**config.mk**
```make
export PLATFORM = sky130hd
export DESIGN_NAME = lru_replacement_tracker_flat
export DESIGN_NICKNAME = d
export VERILOG_FILES = /design/src/rtl/lrt_pkg.sv /design/src/rtl/lrt_req_if.sv /design/src/rtl/lrt_rsp_if.sv /design/src/rtl/lru_replacement_tracker.sv /design/src/rtl/lrt_cell.sv /design/src/flat_wrapper.sv
export SDC_FILE = /design/constraint.sdc
export NUM_CORES = 1
export LEC_CHECK = 0
export ABC_AREA = 1
export BUFFER_PORTS_ARGS = -buffer_cell sky130_fd_sc_hd__buf_4
export CAP_MARGIN = 15
export CORE_MARGIN = 2
export CORE_UTILIZATION = 50
export DETAILED_ROUTE_END_ITERATION = 12
export GPL_ROUTABILITY_DRIVEN = 0
export MAX_ROUTING_LAYER = met4
export PLACE_DENSITY = 0.71
export SLEW_MARGIN = 30
export SYNTH_ARGS = -nofsm -noshare
export SYNTH_HDL_FRONTEND = slang
export SYNTH_SLANG_ARGS = --single-unit
export TNS_END_PERCENT = 20
```
**constraint.sdc**
```tcl
create_clock -name clk -period 6.77 [get_ports clk]
set_input_delay 0.677 -clock clk [delete_from_list [all_inputs] [get_ports clk]]
set_output_delay 0.677 -clock clk [all_outputs]
set_load 0.05 [all_outputs]
```
**src/rtl/lrt_pkg.sv**
```systemverilog
// Package: operation codes and cell control types for the LRU tracker.
package lrt_pkg;

    localparam int FRAME_W = 4;
    localparam int MODE_W  = 2;
    localparam int COUNT_W = 5;

    localparam logic [MODE_W-1:0] MODE_VICTIM = 2'd0;
    localparam logic [MODE_W-1:0] MODE_PIN    = 2'd1;
    localparam logic [MODE_W-1:0] MODE_UNPIN  = 2'd2;

    typedef logic [FRAME_W-1:0] frame_t;

    // Broadcast from the control logic to every cell.
    typedef struct packed {
        logic   victim;
        logic   pin;
        logic   unpin;
        frame_t frame;
    } cell_ctrl_t;

endpackage

```
**src/rtl/lrt_req_if.sv**
```systemverilog
// Request channel interface: operation and frame.
interface lrt_req_if;
    logic                         valid;
    logic                         ready;
    logic [lrt_pkg::MODE_W-1:0]   mode;
    logic [lrt_pkg::FRAME_W-1:0]  frame;

    modport source (output valid, output mode, output frame, input ready);
    modport sink   (input valid, input mode, input frame, output ready);
endinterface

```
**src/rtl/lrt_rsp_if.sv**
```systemverilog
// Response channel interface: victim result and tracked count.
interface lrt_rsp_if;
    logic                         valid;
    logic                         ready;
    logic                         victim_found;
    logic [lrt_pkg::FRAME_W-1:0]  victim_frame;
    logic [lrt_pkg::COUNT_W-1:0]  tracked_count;

    modport source (output valid, output victim_found, output victim_frame,
                    output tracked_count, input ready);
    modport sink   (input valid, input victim_found, input victim_frame,
                    input tracked_count, output ready);
endinterface

```
**src/rtl/lru_replacement_tracker.sv**
```systemverilog
// LRU replacement tracker: one response per request, registered, valid in the cycle after accept.
// Throughput: one transaction per cycle unless rsp stalls; shifting cells all move together.
// The pin match prefix ripples once along the cell chain within that cycle.
// Reset clears occupancy, tracked flags and response valid; slot contents stay unset.
// Accepts a request while a response is held only if that response is taken.
module lru_replacement_tracker
#(
    parameter int NUM_FRAMES = 16
)
(
    input  logic          clk,
    input  logic          rst_n,
    lrt_req_if.sink       req,
    lrt_rsp_if.source     rsp
);

    localparam int OCC_W   = $clog2(NUM_FRAMES + 1);
    localparam int FIDX_W  = $clog2(NUM_FRAMES);
    localparam int FWIDE_W = FIDX_W + lrt_pkg::FRAME_W;
    localparam logic [FWIDE_W-1:0] NF_WIDE = FWIDE_W'(NUM_FRAMES);
    localparam logic [OCC_W-1:0]   NF_OCC  = OCC_W'(NUM_FRAMES);

    logic [OCC_W-1:0]       occ_reg;
    logic [OCC_W-1:0]       occ_next;
    logic [NUM_FRAMES-1:0]  flags_reg;
    logic [NUM_FRAMES-1:0]  flags_next;

    logic                        rsp_valid_reg;
    logic                        rsp_found_reg;
    lrt_pkg::frame_t             rsp_frame_reg;
    logic [lrt_pkg::COUNT_W-1:0] rsp_count_reg;

    logic                   accept;
    logic [FWIDE_W-1:0]     frame_wide;
    logic [FWIDE_W-1:0]     head_wide;
    logic [FIDX_W-1:0]      frame_idx;
    logic [FIDX_W-1:0]      head_idx;
    logic                   in_range;
    logic                   is_tracked;
    logic                   do_victim;
    logic                   do_pin;
    logic                   do_unpin;
    logic [OCC_W+lrt_pkg::COUNT_W-1:0] count_wide;

    lrt_pkg::cell_ctrl_t    ctrl;
    lrt_pkg::frame_t        cell_data [NUM_FRAMES];
    logic [NUM_FRAMES:0]    seen;

    assign req.ready = !rsp_valid_reg || rsp.ready;
    assign accept    = req.valid && req.ready;

    assign frame_wide = {{FIDX_W{1'b0}}, req.frame};
    assign head_wide  = {{FIDX_W{1'b0}}, cell_data[0]};
    assign frame_idx  = frame_wide[FIDX_W-1:0];
    assign head_idx   = head_wide[FIDX_W-1:0];
    assign in_range   = frame_wide < NF_WIDE;
    assign is_tracked = in_range && flags_reg[frame_idx];

    always_comb
    begin
        do_victim = 1'b0;
        do_pin    = 1'b0;
        do_unpin  = 1'b0;
        if (accept)
        begin
            case (req.mode)
                lrt_pkg::MODE_VICTIM: do_victim = (occ_reg != '0);
                lrt_pkg::MODE_PIN:    do_pin    = is_tracked;
                lrt_pkg::MODE_UNPIN:  do_unpin  = in_range && !is_tracked && (occ_reg < NF_OCC);
                default:
                begin
                    do_victim = 1'b0;
                end
            endcase
        end
    end

    assign ctrl.victim = do_victim;
    assign ctrl.pin    = do_pin;
    assign ctrl.unpin  = do_unpin;
    assign ctrl.frame  = req.frame;

    assign seen[0] = 1'b0;

    genvar gi;
    generate
        for (gi = 0; gi < NUM_FRAMES; gi++)
        begin : g_cell
            lrt_pkg::frame_t right;
            if (gi == NUM_FRAMES - 1)
            begin : g_last
                assign right = cell_data[gi];
            end
            else
            begin : g_mid
                assign right = cell_data[gi+1];
            end

            lrt_cell u_cell
            (
                .clk        (clk),
                .ctrl       (ctrl),
                .slot_valid (OCC_W'(gi) < occ_reg),
                .wr_sel     (OCC_W'(gi) == occ_reg),
                .seen_in    (seen[gi]),
                .right_data (right),
                .seen_out   (seen[gi+1]),
                .data       (cell_data[gi])
            );
        end
    endgenerate

    always_comb
    begin
        occ_next   = occ_reg;
        flags_next = flags_reg;
        if (do_victim)
        begin
            occ_next             = occ_reg - 1'b1;
            flags_next[head_idx] = 1'b0;
        end
        else if (do_pin)
        begin
            occ_next              = occ_reg - 1'b1;
            flags_next[frame_idx] = 1'b0;
        end
        else if (do_unpin)
        begin
            occ_next              = occ_reg + 1'b1;
            flags_next[frame_idx] = 1'b1;
        end
    end

    assign count_wide = {{lrt_pkg::COUNT_W{1'b0}}, occ_next};

    always_ff @(posedge clk or negedge rst_n)
    begin
        if (!rst_n)
        begin
            occ_reg       <= '0;
            flags_reg     <= '0;
            rsp_valid_reg <= 1'b0;
        end
        else
        begin
            occ_reg   <= occ_next;
            flags_reg <= flags_next;
            if (accept)
            begin
                rsp_valid_reg <= 1'b1;
            end
            else if (rsp.ready)
            begin
                rsp_valid_reg <= 1'b0;
            end
        end
    end

    always_ff @(posedge clk)
    begin
        if (accept)
        begin
            rsp_found_reg <= do_victim;
            rsp_frame_reg <= do_victim ? cell_data[0] : '0;
            rsp_count_reg <= count_wide[lrt_pkg::COUNT_W-1:0];
        end
    end

    assign rsp.valid         = rsp_valid_reg;
    assign rsp.victim_found  = rsp_found_reg;
    assign rsp.victim_frame  = rsp_frame_reg;
    assign rsp.tracked_count = rsp_count_reg;

endmodule

```
**src/rtl/lrt_cell.sv**
```systemverilog
// One slot of the LRU order chain: holds a frame, shifts toward the head.
module lrt_cell
(
    input  logic                clk,
    input  lrt_pkg::cell_ctrl_t ctrl,
    input  logic                slot_valid,
    input  logic                wr_sel,
    input  logic                seen_in,
    input  lrt_pkg::frame_t     right_data,
    output logic                seen_out,
    output lrt_pkg::frame_t     data
);

    lrt_pkg::frame_t data_reg;
    lrt_pkg::frame_t data_next;
    logic            match;
    logic            shift;

    assign match    = ctrl.pin && slot_valid && (data_reg == ctrl.frame);
    assign seen_out = seen_in || match;
    assign shift    = ctrl.victim || seen_out;

    always_comb
    begin
        data_next = data_reg;
        if (ctrl.unpin && wr_sel)
        begin
            data_next = ctrl.frame;
        end
        else if (shift)
        begin
            data_next = right_data;
        end
    end

    always_ff @(posedge clk)
    begin
        data_reg <= data_next;
    end

    assign data = data_reg;

endmodule

```
**src/flat_wrapper.sv**
```systemverilog
// flat-port wrapper written by rule: the top's interface ports become plain ports
module lru_replacement_tracker_flat 
#(
    parameter int NUM_FRAMES = 16
)
  (clk, rst_n, req_valid, req_mode, req_frame, req_ready, rsp_valid, rsp_victim_found, rsp_victim_frame, rsp_tracked_count, rsp_ready);
  lrt_req_if req_i ();
  lrt_rsp_if rsp_i ();
  input  logic clk;
  input  logic rst_n;
  input wire logic [$bits(req_i.valid)-1:0] req_valid;
  input wire logic [$bits(req_i.mode)-1:0] req_mode;
  input wire logic [$bits(req_i.frame)-1:0] req_frame;
  output wire logic [$bits(req_i.ready)-1:0] req_ready;
  output wire logic [$bits(rsp_i.valid)-1:0] rsp_valid;
  output wire logic [$bits(rsp_i.victim_found)-1:0] rsp_victim_found;
  output wire logic [$bits(rsp_i.victim_frame)-1:0] rsp_victim_frame;
  output wire logic [$bits(rsp_i.tracked_count)-1:0] rsp_tracked_count;
  input wire logic [$bits(rsp_i.ready)-1:0] rsp_ready;
  assign req_i.valid = req_valid;
  assign req_i.mode = req_mode;
  assign req_i.frame = req_frame;
  assign req_ready = req_i.ready;
  assign rsp_valid = rsp_i.valid;
  assign rsp_victim_found = rsp_i.victim_found;
  assign rsp_victim_frame = rsp_i.victim_frame;
  assign rsp_tracked_count = rsp_i.tracked_count;
  assign rsp_i.ready = rsp_ready;
  lru_replacement_tracker #(.NUM_FRAMES(NUM_FRAMES)) u_core (.clk(clk), .rst_n(rst_n), .req(req_i), .rsp(rsp_i));
endmodule
```
==> flow_summary_export.csv, run 1 <==
group,metric,value,unit
critical_path,path_class,"reg -> reg",
global_routing,grt_pass1_vias,4634,
timing,worst_pin_slew,0.817,ns
power_and_ir_drop,clockPowerShare,0.293,
power_and_ir_drop,peakVddDrop,0.231,mV
routing,postRouteAntennaNets,0,
timing,tns,0,ns
global_routing,grt_pass1_wl,22900,um
timing,grt_setup_unrepaired,"false",
critical_path,path_delay_family,"simple AND/OR/NAND/NOR gates",
critical_path,start_kind,"flip-flop",
floorplan,io_pins,22,
critical_path,worstPathCellList,"clkinv_1, ha_1, nand2_1, inv_2, nor4_4, inv_2, nand4_1",
hold_path,worstHoldPathType,"in -> async",
timing,min_period_over_period,0.481,
routing,avgRoutedWirePerCell,16.9,um
clocking,h-tree-depth,3,
final_layout,drive_gt1_frac,0.104,
floorplan,fp.dieW,111,um
placed_design,dpl_cell_area,5850,um^2
final_layout,final_common_cell,"nand2_1",
logic_synthesis,ys_ff_latch,96,
clocking,cts.sinks,96,
power_and_ir_drop,leakagePower,2.61,nW
routing,dr.pass1.iters,5,
critical_path,critPathBufInv,3,
final_layout,layout_common_cells,"202 x nand2_1, 74 x edfxtp_1, 72 x o21ai_0, 44 x nor2_1, 30 x xnor2_1",
timing,hold_viol,0,
clocking,clk-insertion-delay-late,0.35,ns
global_routing,grt_max_degree,43,
clocking,cts_made_buffers,9,
final_layout,areaGrowthSynthToFinish,7.89,%
global_routing,grt_use_total,0.241,
floorplan,core_area,11000,um^2
power_and_ir_drop,switching_power,0.548,mW
placed_design,dp_hpwl,9390,um
timing,relSlewSlack,0.451,
clocking,cts.path.max_buffers,2,
final_layout,finalNetCount,683,
power_and_ir_drop,power.density,267,nW/um^2
routing,vias,4651,
final_layout,antenna_cells,0,
clocking,post-cts-setup-buffers,0,
timing,setup_slack,3.51,ns
timing,fmax,307,MHz
power_and_ir_drop,intPower,1.09,mW
logic_synthesis,syn_inst,662,
routing,viasPerCell,5.73,
final_layout,final_area,6130,um^2
critical_path,crit_path_max_incr_delay,0.61,ns
placed_design,io_buffers,21,
power_and_ir_drop,finalPower,1.63,mW
power_and_ir_drop,pwr-share-seq,0.471,
logic_synthesis,synthesis.area,5680,um^2
logic_synthesis,synth_area_leaders,"edfxtp_1 39%, nand2_1 13%, dfrtp_1 9.7%, o21ai_0 6.3%, xnor2_1 4.6%",
logic_synthesis,synth_top_area_frac,0.391,
timing,min_period,3.26,ns
status,status,"complete, no violations",
clocking,path_clk_slew,0.06,ns
logic_synthesis,syn_area_per_cell,8.58,um^2
clocking,holdBufCountCts,0,
floorplan,rows,38,
logic_synthesis,synth.largest_area_cell,"edfxtp_1",
final_layout,finish.utilization,0.558,
critical_path,timing.critical_path.mode_cell,"inv_2",
floorplan,initial_core_util,0.517,
clocking,cts-root-buf,"clkbuf_16",
critical_path,crit_path_end_kind,"flip-flop",
critical_path,crit_slowest_cell,"nor4_4",
logic_synthesis,synth_cell_type_count,41,
power_and_ir_drop,comb_power_share,0.236,
logic_synthesis,ys_warn_count,0,
critical_path,cp.arrival,3.29,ns
job,maxCapViolations,0,
global_routing,antenna_found_initial,0,
critical_path,required,6.81,ns
routing,drcViolationCount,0,
power_and_ir_drop,swShare,0.335,
logic_synthesis,seq_area_frac_synth,0.488,
global_routing,gr-total-overflow,0,
clocking,cts_tree,"built",
timing,drv_slew,0,
placed_design,dp_slack,3.25,ns
critical_path,path_max_fanout,42,
logic_synthesis,syn-num-nets,678,
clocking,cts_resized,0,
routing,finalWirelength,13800,um
floorplan,die-height,111,um
floorplan,die-area,12200,um^2
timing,setup_viol,0,
routing,drt_iter0_drc,387,
timing,skew,0.00736,ns
==> logic make-up (layout without fill, tap and decap cells) <==
kind of cell,Yosys count,in the layout,synth area share
buf+inv,68,78,0.0560
simple gates,321,321,0.251
fa+ha+maj,6,6,0.0132
flops,96,96,0.488
xor+xnor,50,50,0.0771
compound gates,121,121,0.115
==> Yosys cell counts <==
cell       count
o22ai_1        1
a21oi_1       11
nor3_2         1
a31oi_1        5
a2111oi_0      2
nand3_1       28
nand2_4        2
nor3_1         5
nor3b_1        2
o221ai_1       1
nor2_2         4
clkbuf_1      10
o41ai_1        1
inv_4          1
inv_1         27
o21ai_1       23
nand2_1      202
nor4_2         1
buf_6          5
xnor2_1       30
o21ai_0       72
nand4_2        4
nor2_1        44
a211oi_1       2
clkinv_1       1
buf_4          3
nand2_2        4
edfxtp_1      74
a32oi_1        1
nor4_1         3
xor2_1        20
o2111ai_2      1
or2_2          3
nand4_1       15
a211o_1        1
inv_2         12
nor2_4         2
buf_2          9
dfrtp_1       22
nor4_4         1
ha_1           6
==> worst register-to-register path, cell delays in order, from the launching register on <==
cell and delay (ns):
dfrtp_1 0.50, clkinv_1 0.37, ha_1 0.39, nand2_1 0.10
inv_2 0.05, nor4_4 0.61, inv_2 0.53, nand4_1 0.38
==> final timing paths <==
| path | to | start | slack [ns] | depth (start not counted) |
|---|---|---|---|---|
| max in group asynchronous | async pin | rst_n | 6.32 | 1 |
| hold reg to reg | flip-flop | flip-flop | 0.50 | 2 |
| setup / recovery | u_core.g_cell[2].u_cell.data[0] | u_core.occ_reg[0] | 3.51 | 7 |
| min in group clk | flip-flop | flip-flop | 0.50 | 2 |
| setup reg to reg | u_core.g_cell[2].u_cell.data[0] | u_core.occ_reg[0] | 3.51 | 7 |
| hold / removal | u_core.rsp.valid | rst_n | 0.21 | 1 |
==> area by class of cell <==
class                      count  area [um^2]
sequential                    96         2770
multi-input combinational    498         2590
timing repair buffer          21          158
clock buffer                  13          260
fill                         960         4860
inverter                      41          156
clock inverter                 3         16.3
tap                          140          175
==> power by group through the flow <==
stage | logic [mW] | clock network, mW | registers (mW)
3_5_place_dp | 0.379 | 0 | 0.779
3_3_place_gp | 0.373 | 0 | 0.778
2_1_floorplan | 0.264 | 0 | 0.788
4_1_cts | 0.381 | 0.488 | 0.768
5_1_grt | 0.431 | 0.512 | 0.777
6_report | 0.386 | 0.479 | 0.770
==> metal layers <==
metal	track usage	vias up	routed length, um	part of all wire
li1	-	2258	-	-
met1	0.307	2186	5990	0.44
met2	0.382	183	6610	0.48
met3	0.0516	24	922	0.067
met4	0.0875	0	234	0.017
met5	-	-	0	0
==> through the flow <==
step,hold slack [ns],std cells
finish,0.213,812
detailed placement,0.487,796
floorplan,0.381,662
global route,0.225,812
CTS,0.216,812
global placement,0.479,796
Power figures use the tool's default switching activity.
==> run 2, diff against run 1 <==
--- a/config.mk
+++ b/config.mk
@@ -5,7 +5,7 @@
 export SDC_FILE = /design/constraint.sdc
 export NUM_CORES = 1
 export LEC_CHECK = 0
-export ABC_AREA = 1
+export ABC_AREA = 0
 export BUFFER_PORTS_ARGS = -buffer_cell sky130_fd_sc_hd__buf_4
 export CAP_MARGIN = 15
 export CORE_MARGIN = 2
@@ -13,7 +13,7 @@
 export DETAILED_ROUTE_END_ITERATION = 12
 export GPL_ROUTABILITY_DRIVEN = 0
 export MAX_ROUTING_LAYER = met4
-export PLACE_DENSITY = 0.71
+export PLACE_DENSITY = 0.73
 export SLEW_MARGIN = 30
 export SYNTH_ARGS = -nofsm -noshare
 export SYNTH_HDL_FRONTEND = slang
==> constraint.sdc (replaced) <==
create_clock -name clk -period 2.95 [get_ports clk]
set_input_delay 0.295 -clock clk [delete_from_list [all_inputs] [get_ports clk]]
set_output_delay 0.295 -clock clk [all_outputs]
set_load 0.05 [all_outputs]
==> flow_summary_export.csv, run 2 <==
group,metric,value,unit
status,status,"complete, no violations",
logic_synthesis,yosys-top-cells-count,"74 x edfxtp_1, 55 x mux2_2, 32 x xor2_1",
routing,dr.pass1.iters,5,
final_layout,layout_common_cells,"74 x edfxtp_1, 55 x mux2_2, 51 x buf_4, 32 x xor2_1, 31 x xnor2_1",
power_and_ir_drop,leakagePower,2.46,nW
final_layout,antenna_cells,0,
critical_path,timing.rr.end,"u_core.g_cell[13].u_cell.data[1]",
job,maxCapViolations,0,
global_routing,grt_use_total,0.221,
floorplan,rows,39,
logic_synthesis,syn_area_per_cell,11.6,um^2
floorplan,initial_core_util,0.513,
critical_path,start_kind,"flip-flop",
routing,wl_met2,6270,um
placed_design,io_buffers,21,
floorplan,fp.dieW,112,um
hold_path,hp-start,"req_valid",
final_layout,final_cells,678,
critical_path,crit_path_end_kind,"flip-flop",
timing,setup_viol,0,
logic_synthesis,synthesis.area,5880,um^2
logic_synthesis,synthFlopType,"edfxtp_1",
floorplan,core_area,11500,um^2
clocking,cts.path.max_buffers,2,
logic_synthesis,synth_top_area_frac,0.378,
clocking,cts-root-buf,"clkbuf_16",
timing,min_period_over_period,0.920,
routing,drt_iter0_drc,380,
timing,drv_slew,0,
timing,skew,0.00541,ns
global_routing,gr-total-overflow,0,
final_layout,fillers,949,
timing,min_period,2.71,ns
clocking,post-cts-setup-buffers,0,
routing,postRouteAntennaNets,0,
timing,grt_setup_unrepaired,"false",
logic_synthesis,ys_ff_latch,96,
logic_synthesis,ys_warn_count,0,
critical_path,cp.arrival,2.73,ns
timing,hold_viol,0,
final_layout,seqCellArea,2770,um^2
timing,relSlewSlack,0.468,
final_layout,drive_gt1_frac,0.273,
power_and_ir_drop,peakVddDrop,0.497,mV
global_routing,grt_pass1_vias,4266,
routing,vias,4160,
logic_synthesis,synth_area_leaders,"edfxtp_1 38%, mux2_2 11%, dfrtp_1 9.4%, xor2_1 4.8%, xnor2_1 4.6%",
clocking,cts_tree,"built",
routing,wl_met3,637,um
final_layout,final_common_cell,"edfxtp_1",
logic_synthesis,synth.largest_area_cell,"edfxtp_1",
clocking,h-tree-depth,3,
critical_path,path_class,"reg -> reg",
critical_path,reg2reg_depth,7,
placed_design,dp.cells,661,
clocking,cts_made_buffers,9,
timing,worst_pin_slew,0.792,ns
floorplan,io_pins,22,
critical_path,path_max_fanout,7,
global_routing,antenna_found_initial,0,
logic_synthesis,synth_edf_count,74,
routing,drt-met1-wl,5900,um
logic_synthesis,syn-num-nets,523,
logic_synthesis,yosysMostFrequentCell,"edfxtp_1",
routing,drcViolationCount,0,
clocking,clk-insertion-delay-late,0.34,ns
timing,fmax,368,MHz
final_layout,multi_input_area,2910,um^2
routing,viasPerCell,6.14,
final_layout,areaGrowthSynthToFinish,12.5,%
floorplan,die-height,112,um
final_layout,finalNetCount,546,
routing,avgRoutedWirePerCell,19.2,um
clocking,path_clk_slew,0.07,ns
placed_design,dp_hpwl,9340,um
hold_path,hold_depth,2,
logic_synthesis,synth_cell_type_count,61,
routing,top_layer,"met4",
logic_synthesis,syn_inst,507,
critical_path,required,2.97,ns
critical_path,r2r_slack,0.24,ns
global_routing,grt_pass1_wl,21800,um
floorplan,die-area,12600,um^2
hold_path,worstHoldPathType,"in -> reg",
power_and_ir_drop,power.density,606,nW/um^2
critical_path,reg2reg_from,"u_core.occ_reg[0]",
global_routing,grt_max_degree,30,
clocking,cts.sinks,96,
routing,finalWirelength,13000,um
logic_synthesis,seq_area_frac_synth,0.471,
hold_path,hold_end,"u_core.rsp.valid",
logic_synthesis,async_flop_share,0.229,
final_layout,finish.utilization,0.577,
## run 2: cell types whose count changed after synthesis, sizes merged, moves of 10 or more
cell / before / now
mux2i: 0 / 12
nand3: 28 / 18
nor3: 6 / 19
xor2: 20 / 32
nand2: 208 / 27
inv: 40 / 8
clkbuf: 10 / 21
o21ai: 95 / 24
nand2b: 0 / 10
nor2: 50 / 10
mux2: 0 / 63
## run 2: cells by family after synthesis
kind of cell | Yosys count | share of synthesized area
muxes | 78 | 0.154
xor gates and xnor gates | 63 | 0.0938
and+or+nand+nor | 138 | 0.135
DFF | 96 | 0.471
AOI/OAI and AO/OA | 77 | 0.0946
buffers and inverters | 49 | 0.0383
adders and majority gates | 6 | 0.0128
## run 2: stage by stage
| stage | instance area (um^2) | setup TNS, ns | hold WS [ns] | total power [mW] | setup WS (ns) |
|---|---|---|---|---|---|
| floorplan | 5880 | 0 | -0.000591 | 2.41 | 0.0649 |
| global placement | 6280 | 0 | 0.202 | 2.74 | 0.204 |
| detailed placement | 6280 | -0.0108 | 0.203 | 2.75 | -0.00954 |
| CTS | 6610 | 0 | 0.184 | 4.00 | 0.121 |
| global route | 6620 | 0 | 0.217 | 4.17 | 0.105 |
| finish | 6620 | 0 | 0.196 | 4.01 | 0.236 |
## run 2: worst max-delay path: stages, from the launching register on
cell and delay (ns):
dfrtp_1 0.48, nor3_1 0.32, buf_4 0.19, nor2b_1 0.04, o21ai_0 0.15, nand4_1 0.17, o41ai_2 0.69, nand4_1 0.36
## run 2: report_power, final
part	switching [mW]	total [mW]	internal, mW
clock	0.510	1.25	0.745
sequential	0.110	1.71	1.60
combinational	0.647	1.04	0.394
total	1.27	4.01	2.74
## run 2: layout make-up
type	instances	share of cell area
Multi-Input combinational cell	362	0.439
Sequential cell	96	0.419
Timing Repair Buffer	53	0.0624
Clock buffer	9	0.0340
Tap cell	143	0.0270
Clock inverter	7	0.0142
Inverter	8	0.00454
## run 2: how the worst max path moves through the flow
| stage | start | endpoint | slack (ns) | cells past startpoint |
|---|---|---|---|---|
| 2_1_floorplan | u_core.rsp.valid | u_core.g_cell[12].u_cell.data[0] | 0.06 | 8 |
| 3_3_place_gp | req_frame[1] | u_core.rsp.tracked_count[0] | 0.20 | 7 |
| 3_5_place_dp | req_frame[1] | u_core.g_cell[12].u_cell.data[0] | -0.01 | 8 |
| 4_1_cts | flip-flop | u_core.g_cell[12].u_cell.data[0] | 0.12 | 7 |
| 5_1_grt | u_core.occ_reg[0] | u_core.g_cell[13].u_cell.data[1] | 0.10 | 6 |
| 6_report | u_core.occ_reg[0] | u_core.g_cell[13].u_cell.data[1] | 0.24 | 7 |
## run 2: repair_timing
| action | CTS | global route |
|---|---|---|
| hold endpoints to repair | 22 | 0 |
| setup endpoints to repair | 0 | 5 |
| hold buffers | 1 | 0 |
| gates resized for setup | 0 | 1 |
## run 2: routing by layer
| layer | GRT usage | vias to the layer above |
|---|---|---|
| li1 | - | 1947 |
| met1 | 0.291 | 2061 |
| met2 | 0.353 | 129 |
| met3 | 0.0437 | 23 |
| met4 | 0.0618 | 0 |
| met5 | - | - |
